File: config.mk
export PLATFORM = sky130hd
export DESIGN_NAME = resource_grant_with_wait_list_flat
export DESIGN_NICKNAME = d
export VERILOG_FILES = /design/src/rgwl_pkg.sv /design/src/rgwl_if.sv /design/src/resource_grant_with_wait_list.sv /design/src/flat_wrapper.sv
export VERILOG_INCLUDE_DIRS = /design/src /design/src/src
export SDC_FILE = /design/constraint.sdc
export NUM_CORES = 1
export LEC_CHECK = 0
export BUFFER_PORTS_ARGS = -buffer_cell sky130_fd_sc_hd__buf_2
export CORE_AREA = 2 2 157 159
export DETAILED_ROUTE_END_ITERATION = 7
export DIE_AREA = 0 0 159 161
export SLEW_MARGIN = 40
export SYNTH_ARGS = -nofsm -noshare
export SYNTH_HDL_FRONTEND = slang
export SYNTH_SLANG_ARGS = --single-unit
export TNS_END_PERCENT = 10
File: constraint.sdc
create_clock -name clk -period 5.5 [get_ports clk]
set_input_delay 0.275 -clock clk [delete_from_list [all_inputs] [get_ports clk]]
set_output_delay 0.275 -clock clk [all_outputs]
set_load 0.005 [all_outputs]
File: src/resource_grant_with_wait_list_assert.svh
// Assertion macros shared by the resource grant RTL.
// Each macro checks a property on the rising edge of clk and is switched off
// while the active-low reset is asserted.
`ifndef RESOURCE_GRANT_WITH_WAIT_LIST_ASSERT_SVH
`define RESOURCE_GRANT_WITH_WAIT_LIST_ASSERT_SVH

`ifndef SYNTHESIS

// Same-cycle implication.
`define RGWL_ASSERT_IMP(name, clk, rst_n, ante, cons) \
    name: assert property (@(posedge clk) disable iff (!rst_n) (ante) |-> (cons)) \
        else $error("resource grant assertion failed");

// Next-cycle implication.
`define RGWL_ASSERT_NXT(name, clk, rst_n, ante, cons) \
    name: assert property (@(posedge clk) disable iff (!rst_n) (ante) |=> (cons)) \
        else $error("resource grant assertion failed");

`else

`define RGWL_ASSERT_IMP(name, clk, rst_n, ante, cons)
`define RGWL_ASSERT_NXT(name, clk, rst_n, ante, cons)

`endif

`endif

File: src/rgwl_pkg.sv
package rgwl_pkg;

    // Field widths of the request and result channels.
    localparam int OP_W        = 1;
    localparam int CLIENT_ID_W = 4;
    localparam int STATUS_W    = 3;
    localparam int RES_FIELD_W = 2;

    // Configuration and counter widths.
    localparam int ACTIVE_W   = 5;
    localparam int WAIT_CNT_W = 5;

    localparam logic [ACTIVE_W-1:0]   ACTIVE_RESET = 5'd16;
    localparam logic [WAIT_CNT_W-1:0] WAIT_CNT_MAX = '1;

    // Defaults for the top-level parameters.
    localparam int MAX_CLIENTS_DEF   = 16;
    localparam int NUM_RESOURCES_DEF = 4;

    typedef enum logic [OP_W-1:0] {
        OP_REQUEST = 1'b0,
        OP_RELEASE = 1'b1
    } op_t;

    typedef enum logic [1:0] {
        PH_TO_ARRIVE = 2'd0,
        PH_WAIT      = 2'd1,
        PH_HOLD      = 2'd2,
        PH_DONE      = 2'd3
    } phase_t;

    typedef enum logic [STATUS_W-1:0] {
        ST_GRANT  = 3'd0,
        ST_WAIT   = 3'd1,
        ST_HANDED = 3'd2,
        ST_IDLE   = 3'd3,
        ST_ERROR  = 3'd4
    } status_t;

endpackage

File: src/rgwl_if.sv
// Request channel: one request or release from a client.
interface rgwl_req_if;
    logic                              valid;
    logic                              ready;
    logic [rgwl_pkg::OP_W-1:0]         op;
    logic [rgwl_pkg::CLIENT_ID_W-1:0]  client_id;

    modport source (output valid, output op, output client_id, input ready);
    modport sink   (input valid, input op, input client_id, output ready);
endinterface

// Result channel: the outcome of one request.
interface rgwl_res_if;
    logic                              valid;
    logic                              ready;
    logic [rgwl_pkg::STATUS_W-1:0]     status;
    logic [rgwl_pkg::CLIENT_ID_W-1:0]  grant_client;
    logic [rgwl_pkg::RES_FIELD_W-1:0]  grant_resource;
    logic [rgwl_pkg::RES_FIELD_W-1:0]  freed_resource;

    modport source (output valid, output status, output grant_client,
                    output grant_resource, output freed_resource, input ready);
    modport sink   (input valid, input status, input grant_client,
                    input grant_resource, input freed_resource, output ready);
endinterface

File: src/resource_grant_with_wait_list.sv
// Fixed-priority allocator of NUM_RESOURCES shared resources among up to
// MAX_CLIENTS clients, with a wait list. Each request on the req channel is
// either a request for a resource (the client gets the lowest-numbered
// resource that no active client holds, or joins the wait list) or a release
// (the client's resource is freed and handed straight to the lowest-numbered
// active waiting client, if any). Every request yields exactly one result on
// the res channel; a request from an inactive client, a second request from
// the same client, or a release from a client holding nothing returns the
// error status and leaves the state untouched. The block takes one request
// per clock cycle unless the res channel backs up: a request is captured in
// an input register, decided by priority encoders over the per-client
// state, and its result is loaded into the result register when the
// decision stage advances. Only backpressure on the res channel slows
// acceptance. The active_clients register (cfg_wr_en, cfg_wr_data) sets how
// many clients take part; the user must write it only while the block is
// idle, as the block does not enforce this. Reset clears the phases, the
// wait count and the valid flags at once; there is no clearing pass.
`include "resource_grant_with_wait_list_assert.svh"

module resource_grant_with_wait_list #(
    parameter int MAX_CLIENTS   = rgwl_pkg::MAX_CLIENTS_DEF,
    parameter int NUM_RESOURCES = rgwl_pkg::NUM_RESOURCES_DEF
) (
    input  logic                          clk,
    input  logic                          rst_n,
    input  logic                          cfg_wr_en,
    input  logic [rgwl_pkg::ACTIVE_W-1:0] cfg_wr_data,
    rgwl_req_if.sink                      req,
    rgwl_res_if.source                    res
);
    import rgwl_pkg::*;

    // Widths derived from the parameters. The client index addresses the
    // per-client state; the resource number is stored per holding client.
    localparam int CIDX_W    = $clog2(MAX_CLIENTS);
    localparam int RES_W     = (NUM_RESOURCES > 1) ? $clog2(NUM_RESOURCES) : 1;
    localparam int CID_EXT_W = (CIDX_W > CLIENT_ID_W) ? CIDX_W : CLIENT_ID_W;
    localparam int RES_EXT_W = (RES_W > RES_FIELD_W) ? RES_W : RES_FIELD_W;

    // Configuration register.
    logic [ACTIVE_W-1:0] active_reg;

    // Input register stage.
    logic                   s1_valid_reg;
    op_t                    s1_op_reg;
    logic [CLIENT_ID_W-1:0] s1_id_reg;

    // Allocation state. A client holds a resource exactly when its phase is
    // PH_HOLD, so the held number needs no valid bit and no reset.
    phase_t [MAX_CLIENTS-1:0]            phase_reg;
    phase_t [MAX_CLIENTS-1:0]            phase_next;
    logic   [MAX_CLIENTS-1:0][RES_W-1:0] held_reg;
    logic   [MAX_CLIENTS-1:0][RES_W-1:0] held_next;
    logic   [WAIT_CNT_W-1:0]             wait_cnt_reg;
    logic   [WAIT_CNT_W-1:0]             wait_cnt_next;

    // Result register stage.
    logic                   out_valid_reg;
    status_t                status_reg;
    status_t                status_next;
    logic [CLIENT_ID_W-1:0] grant_client_reg;
    logic [CLIENT_ID_W-1:0] grant_client_next;
    logic [RES_FIELD_W-1:0] grant_res_reg;
    logic [RES_FIELD_W-1:0] grant_res_next;
    logic [RES_FIELD_W-1:0] freed_res_reg;
    logic [RES_FIELD_W-1:0] freed_res_next;

    // Decision logic.
    logic                     advance;
    logic [MAX_CLIENTS-1:0]   active_mask;
    logic [NUM_RESOURCES-1:0] taken;
    logic                     free_found;
    logic [RES_W-1:0]         free_res;
    logic                     waiter_found;
    logic [CIDX_W-1:0]        waiter_idx;
    logic [CID_EXT_W-1:0]     id_ext;
    logic [CIDX_W-1:0]        id_idx;
    logic                     id_ok;
    phase_t                   cur_phase;
    logic [RES_W-1:0]         cur_held;
    logic [CIDX_W-1:0]        grant_idx;
    logic [CID_EXT_W-1:0]     waiter_ext;
    logic [RES_EXT_W-1:0]     free_res_ext;
    logic [RES_EXT_W-1:0]     cur_held_ext;

    // The decision stage moves whenever it holds a request and the result
    // register is empty or being drained this cycle.
    assign advance   = s1_valid_reg && (!out_valid_reg || res.ready);
    assign req.ready = !s1_valid_reg || advance;

    assign res.valid          = out_valid_reg;
    assign res.status         = status_reg;
    assign res.grant_client   = grant_client_reg;
    assign res.grant_resource = grant_res_reg;
    assign res.freed_resource = freed_res_reg;

    always_ff @(posedge clk or negedge rst_n)
    begin
        if (!rst_n)
        begin
            active_reg <= ACTIVE_RESET;
        end
        else if (cfg_wr_en)
        begin
            active_reg <= cfg_wr_data;
        end
    end

    // A client takes part if its number is below active_clients. Client zero
    // always takes part, even when the limit is written as zero.
    always_comb
    begin
        for (int c = 0; c < MAX_CLIENTS; c++)
        begin
            active_mask[c] = (c == 0) || (c < 32'(active_reg));
        end
    end

    // The requesting client's index; it is only used once the number has been
    // checked against the client count.
    assign id_ext    = CID_EXT_W'(s1_id_reg);
    assign id_idx    = id_ext[CIDX_W-1:0];
    assign id_ok     = (32'(s1_id_reg) < MAX_CLIENTS) &&
                       ((s1_id_reg == '0) || (ACTIVE_W'(s1_id_reg) < active_reg));
    assign cur_phase = phase_reg[id_idx];
    assign cur_held  = held_reg[id_idx];

    // A resource is taken when some active client holds it.
    always_comb
    begin
        for (int r = 0; r < NUM_RESOURCES; r++)
        begin
            taken[r] = 1'b0;
            for (int c = 0; c < MAX_CLIENTS; c++)
            begin
                if (active_mask[c] && phase_reg[c] == PH_HOLD &&
                    held_reg[c] == RES_W'(r))
                begin
                    taken[r] = 1'b1;
                end
            end
        end
    end

    // Lowest-numbered free resource.
    always_comb
    begin
        free_found = 1'b0;
        free_res   = '0;
        for (int r = NUM_RESOURCES - 1; r >= 0; r--)
        begin
            if (!taken[r])
            begin
                free_found = 1'b1;
                free_res   = RES_W'(r);
            end
        end
    end

    // Lowest-numbered active waiting client. The wait counter gates the
    // search: once it reads zero, nobody is handed a resource.
    always_comb
    begin
        waiter_found = 1'b0;
        waiter_idx   = '0;
        for (int c = MAX_CLIENTS - 1; c >= 0; c--)
        begin
            if (active_mask[c] && phase_reg[c] == PH_WAIT && wait_cnt_reg != '0)
            begin
                waiter_found = 1'b1;
                waiter_idx   = CIDX_W'(c);
            end
        end
    end

    assign waiter_ext   = CID_EXT_W'(waiter_idx);
    assign free_res_ext = RES_EXT_W'(free_res);
    assign cur_held_ext = RES_EXT_W'(cur_held);

    // The client that ends up holding a resource: the requester on a grant,
    // the chosen waiter on a hand-on.
    assign grant_idx = (s1_op_reg == OP_REQUEST) ? id_idx : waiter_idx;

    // Decide the request and form the next state and the result.
    always_comb
    begin
        phase_next        = phase_reg;
        held_next         = held_reg;
        wait_cnt_next     = wait_cnt_reg;
        status_next       = ST_ERROR;
        grant_client_next = '0;
        grant_res_next    = '0;
        freed_res_next    = '0;
        if (id_ok)
        begin
            if (s1_op_reg == OP_REQUEST)
            begin
                if (cur_phase == PH_TO_ARRIVE)
                begin
                    if (free_found)
                    begin
                        phase_next[grant_idx] = PH_HOLD;
                        held_next[grant_idx]  = free_res;
                        status_next           = ST_GRANT;
                        grant_client_next     = s1_id_reg;
                        grant_res_next        = free_res_ext[RES_FIELD_W-1:0];
                    end
                    else
                    begin
                        phase_next[id_idx] = PH_WAIT;
                        if (wait_cnt_reg != WAIT_CNT_MAX)
                        begin
                            wait_cnt_next = wait_cnt_reg + WAIT_CNT_W'(1);
                        end
                        status_next = ST_WAIT;
                    end
                end
            end
            else if (cur_phase == PH_HOLD)
            begin
                // The releasing client is done; its resource goes to the
                // first waiter or stays idle.
                phase_next[id_idx] = PH_DONE;
                freed_res_next     = cur_held_ext[RES_FIELD_W-1:0];
                if (waiter_found)
                begin
                    phase_next[grant_idx] = PH_HOLD;
                    held_next[grant_idx]  = cur_held;
                    wait_cnt_next         = wait_cnt_reg - WAIT_CNT_W'(1);
                    status_next           = ST_HANDED;
                    grant_client_next     = waiter_ext[CLIENT_ID_W-1:0];
                    grant_res_next        = cur_held_ext[RES_FIELD_W-1:0];
                end
                else
                begin
                    status_next = ST_IDLE;
                end
            end
        end
    end

    // Control state.
    always_ff @(posedge clk or negedge rst_n)
    begin
        if (!rst_n)
        begin
            s1_valid_reg  <= 1'b0;
            out_valid_reg <= 1'b0;
            wait_cnt_reg  <= '0;
            phase_reg     <= '{default: PH_TO_ARRIVE};
        end
        else
        begin
            if (req.ready)
            begin
                s1_valid_reg <= req.valid;
            end
            if (advance)
            begin
                out_valid_reg <= 1'b1;
                wait_cnt_reg  <= wait_cnt_next;
                phase_reg     <= phase_next;
            end
            else if (res.ready)
            begin
                out_valid_reg <= 1'b0;
            end
        end
    end

    // Payload registers.
    always_ff @(posedge clk)
    begin
        if (req.valid && req.ready)
        begin
            s1_op_reg <= op_t'(req.op);
            s1_id_reg <= req.client_id;
        end
        if (advance)
        begin
            held_reg         <= held_next;
            status_reg       <= status_next;
            grant_client_reg <= grant_client_next;
            grant_res_reg    <= grant_res_next;
            freed_res_reg    <= freed_res_next;
        end
    end

    // A hand-on always takes a client off a non-empty wait count.
    `RGWL_ASSERT_IMP(a_handed_count, clk, rst_n, advance && status_next == ST_HANDED, wait_cnt_reg != '0)

    // The client named in a grant or hand-on holds a resource afterwards.
    `RGWL_ASSERT_NXT(a_grant_holds, clk, rst_n, advance && (status_next == ST_GRANT || status_next == ST_HANDED), phase_reg[$past(grant_idx)] == PH_HOLD)

    // An error result leaves the allocation state untouched.
    `RGWL_ASSERT_NXT(a_error_keeps, clk, rst_n, advance && status_next == ST_ERROR, phase_reg == $past(phase_reg) && wait_cnt_reg == $past(wait_cnt_reg))

    // The decision stage only stalls behind a full, blocked result register.
    `RGWL_ASSERT_IMP(a_stall_cause, clk, rst_n, s1_valid_reg && !advance, out_valid_reg && !res.ready)

endmodule
File: src/flat_wrapper.sv
// flat-port wrapper written by rule: the top's interface ports become plain ports
module resource_grant_with_wait_list_flat import rgwl_pkg::*;
#(
    parameter int MAX_CLIENTS   = rgwl_pkg::MAX_CLIENTS_DEF,
    parameter int NUM_RESOURCES = rgwl_pkg::NUM_RESOURCES_DEF
)
  (clk, rst_n, cfg_wr_en, cfg_wr_data, req_valid, req_op, req_client_id, req_ready, res_valid, res_status, res_grant_client, res_grant_resource, res_freed_resource, res_ready);
  rgwl_req_if req_i ();
  rgwl_res_if res_i ();
  input  logic clk;
  input  logic rst_n;
  input  logic cfg_wr_en;
  input  logic [rgwl_pkg::ACTIVE_W-1:0] cfg_wr_data;
  input wire logic [$bits(req_i.valid)-1:0] req_valid;
  input wire logic [$bits(req_i.op)-1:0] req_op;
  input wire logic [$bits(req_i.client_id)-1:0] req_client_id;
  output wire logic [$bits(req_i.ready)-1:0] req_ready;
  output wire logic [$bits(res_i.valid)-1:0] res_valid;
  output wire logic [$bits(res_i.status)-1:0] res_status;
  output wire logic [$bits(res_i.grant_client)-1:0] res_grant_client;
  output wire logic [$bits(res_i.grant_resource)-1:0] res_grant_resource;
  output wire logic [$bits(res_i.freed_resource)-1:0] res_freed_resource;
  input wire logic [$bits(res_i.ready)-1:0] res_ready;
  assign req_i.valid = req_valid;
  assign req_i.op = req_op;
  assign req_i.client_id = req_client_id;
  assign req_ready = req_i.ready;
  assign res_valid = res_i.valid;
  assign res_status = res_i.status;
  assign res_grant_client = res_i.grant_client;
  assign res_grant_resource = res_i.grant_resource;
  assign res_freed_resource = res_i.freed_resource;
  assign res_i.ready = res_ready;
  resource_grant_with_wait_list #(.MAX_CLIENTS(MAX_CLIENTS), .NUM_RESOURCES(NUM_RESOURCES)) u_core (.clk(clk), .rst_n(rst_n), .cfg_wr_en(cfg_wr_en), .cfg_wr_data(cfg_wr_data), .req(req_i), .res(res_i));
endmodule
==> run metrics <==
run status=finished, final reports clean; Vert. Die Dim=161 um; Global Route Usage Sum=0.181; number of clock buffers inserted by TritonCTS=9; clk sink count=92; combined flip-flop and latch cell area=2540 um^2; share of Yosys cell area claimed by the top area cell type=0.211; share of power burned in combinational logic=0.452; via count of the first global-routing pass=5971; Most used DFF post-synth=edfxtp_1; setup fix buffers added after clock tree synthesis=0; half-perimeter wire length after placement=17.4 mm; Filler cells=2506; count of cells resized by post-cts repair=0; share of cells above drive strength 1=0.153; routed via count=6314; sw frac=0.442; clock latency at the later pin of the worst-skew pair=0.35 ns; Die X=159 um; Cell Pwr Density=416 nW/um^2; kind of critical path=register to register; antenna-violating nets left=0; CTS HTree Levels=3; path class of the lowest-slack min-delay path=input pin to async pin; number of enable-type register cells in the synthesized netlist=48; Post-Syn Instances=737; number of hold violations in the final report=0; post-cts hold buffer count=0; flops & latches, synth=92; net count after synthesis=759; CTS Root Buffer Type=clkbuf_16; fraction of the cycle the final worst path needs=0.739; sort of element at the start of the critical path=register; peak clock frequency supported by timing=246 MHz; static power due to leakage=2.69 nW; Setup Total Neg Slack=0 ns; dominant cells by area after synthesis=edfxtp_1, dfrtp_1, mux4_2, nor2_1, nor3_1; minimum setup slack in the final design=1.43 ns; Min Clock Period, post-route=4.07 ns; maximum single-stage delay on the critical path=0.59 ns; largest driver fanout on the critical path=18; final setup skew=0.00950 ns; Sw Pwr=0.00139 W; WP data required=5.52 ns; initial drt markers=891; worst-case headroom to the max-slew limit=0.448; clock share of power=0.203; total number of nets in the final design=764; GRT overflow=0; drt wl/cell=21.6 um; worst slew pin tran=0.828 ns; count of standard-cell rows=57; die area=25600 um^2; part of the power in registers=0.345; total of buffers placed on input and output ports=27; wire length of the first global-routing pass=35.9 mm; Cell Chain, Critical Path=o21ai_0, a21oi_1, and3b_1, a2111oi_0, and4_1, nand4bb_1, a2bb2oi_4, nor3_1; number of maximum-capacitance constraint violations=0; number of antenna violations at the first check in global routing=0; count of cell types in the netlist=100; clock tree from TritonCTS=yes; Layout Area Growth over Synthesis=10.7%; initial core utilization=0.285; Peak VDD IR=0.192 mV; buffer depth of the longest clock path=2; Setup crit end kind=register; total core area=24000 um^2; number of remaining DRC errors=0; area of combinational cells with multiple inputs=3950 um^2; unrepaired setup endpoints after global routing=false; post-synthesis instance area=6830 um^2; Worst Path Arrival=4.09 ns; Async SR Flop Fraction=0.478; count of synthesis-stage warnings from yosys=0; clock slew at the register clock pins of the worst setup and hold paths=0.07 ns; cell at the slowest stage of the critical path=dfrtp_1; mean number of vias per cell=5.90; gpl congestion=0.977; I/O pins=28; pin count of the biggest net entering global routing=45; average instance area after synthesis=9.27 um^2; post-synthesis cell type with the largest combined area=edfxtp_1; proportion of synthesized chip area in sequential cells=0.372; Antenna diodes=0; number of setup violations in the final report=0; Power Internal=0.00175 W; Pre-Repair DR Iteration Count=5; final slew viol count=0; pre-CTS setup slack=1.52 ns; final WL=23.1 mm
## cell usage in the layout (no fill, tap or decap), drive strengths merged, types with 7 or more instances in the layout
master / instances
nor2: 63
nand2: 54
edfxtp: 48
dfrtp: 43
buf: 43
nor3: 41
a21oi: 40
o21ai: 37
inv: 28
nand2b: 26
nor2b: 25
nand3: 25
mux4: 18
o211ai: 17
a31oi: 14
a21o: 13
nand4: 12
clkbuf: 10
o21a: 9
o31ai: 9
and2: 8
a211oi: 8
or2: 8
nand3b: 7
nand4b: 7
or3: 7
o22ai: 7
nor4: 7
## power by group through the flow
stage | combinational [W] | clock, W | sequential [W]
floorplan | 0.00106 | 0 | 0.000976
global placement | 0.00138 | 0 | 0.00109
detailed placement | 0.00139 | 0 | 0.00109
CTS | 0.00140 | 0.000644 | 0.00107
global route | 0.00155 | 0.000676 | 0.00110
finish | 0.00142 | 0.000637 | 0.00109
## layout make-up
type                    count  area share
clock buffers              10      0.0303
inverters                  28      0.0139
flip-flops and latches     92       0.336
multi-input cells         568       0.522
repair buffers             43      0.0357
clock inverters             6     0.00844
well taps                 324      0.0536
## metal layers
layer  routed length, um  vias up  part of all wire  GRT usage
li1                    -     2817                 -          -
met1                9400     3003              0.41      0.246
met2               10300      422              0.45      0.282
met3                2370       72              0.10     0.0321
met4                1040        0             0.045     0.0868
met5                   0        -                 0          0
## metrics by stage
step / cell area (um^2) / std cells / util / hold slack (ns) / power, W
4_1_cts: 7560 / 1071 / 0.316 / 0.0375 / 0.00312
5_1_grt: 7560 / 1071 / 0.316 / 0.0593 / 0.00332
2_1_floorplan: 6830 / 737 / - / -0.0206 / 0.00204
6_report: 7560 / 1071 / 0.316 / 0.0133 / 0.00315
3_3_place_gp: 7220 / 1052 / 0.301 / 0.427 / 0.00247
3_5_place_dp: 7270 / 1055 / 0.303 / 0.423 / 0.00248
## Yosys cell counts, drive strengths merged (6+ instances only)
cell type	instances
clkbuf	19
and2	8
ha	6
or3	7
o21ai	37
a21o	13
nor2b	25
a31oi	14
nand4b	7
nand2b	26
a211oi	8
nand3	25
inv	27
edfxtp	48
nand3b	7
o22ai	7
o31ai	9
nand4	12
o21a	9
nor3	41
or2	8
mux4	18
o211ai	17
dfrtp	43
nor2	63
buf	30
a21oi	40
nor4	7
nand2	54
## path summary, 6_finish.rpt
check	startpoint	endpoint	slack, ns	cells after the start
max	u_core.active_reg[1]	u_core.held_reg[21]	1.43	8
min reg2reg	u_core.s1_valid_reg	u_core.res.valid	0.49	1
max reg2reg	u_core.active_reg[1]	u_core.held_reg[21]	1.43	8
min	rst_n	u_core.wait_cnt_reg[3]	0.01	2
max in group asynchronous	rst_n	u_core.phase_reg[8]	5.06	2
min in group clk	req_client_id[3]	u_core.id_ext[3]	0.10	1
## logic make-up after synthesis
logic type,after synthesis,share of synthesized area
AND/OR/NAND/NOR,319,0.256
flip-flops,92,0.372
XOR/XNOR,4,0.00513
buffers and inverters,77,0.0529
multiplexers,25,0.0701
adder cells (fa/ha/maj),7,0.0139
AO/OA/AOI/OAI,213,0.230
## worst max-delay path: cells and delay by family (launching register included)
kind	cells	cell delay [ns]
and+or+nand+nor	4	1.51
AOI/OAI and AO/OA	4	1.63
DFF	1	0.59
Power figures use the tool's default switching activity.
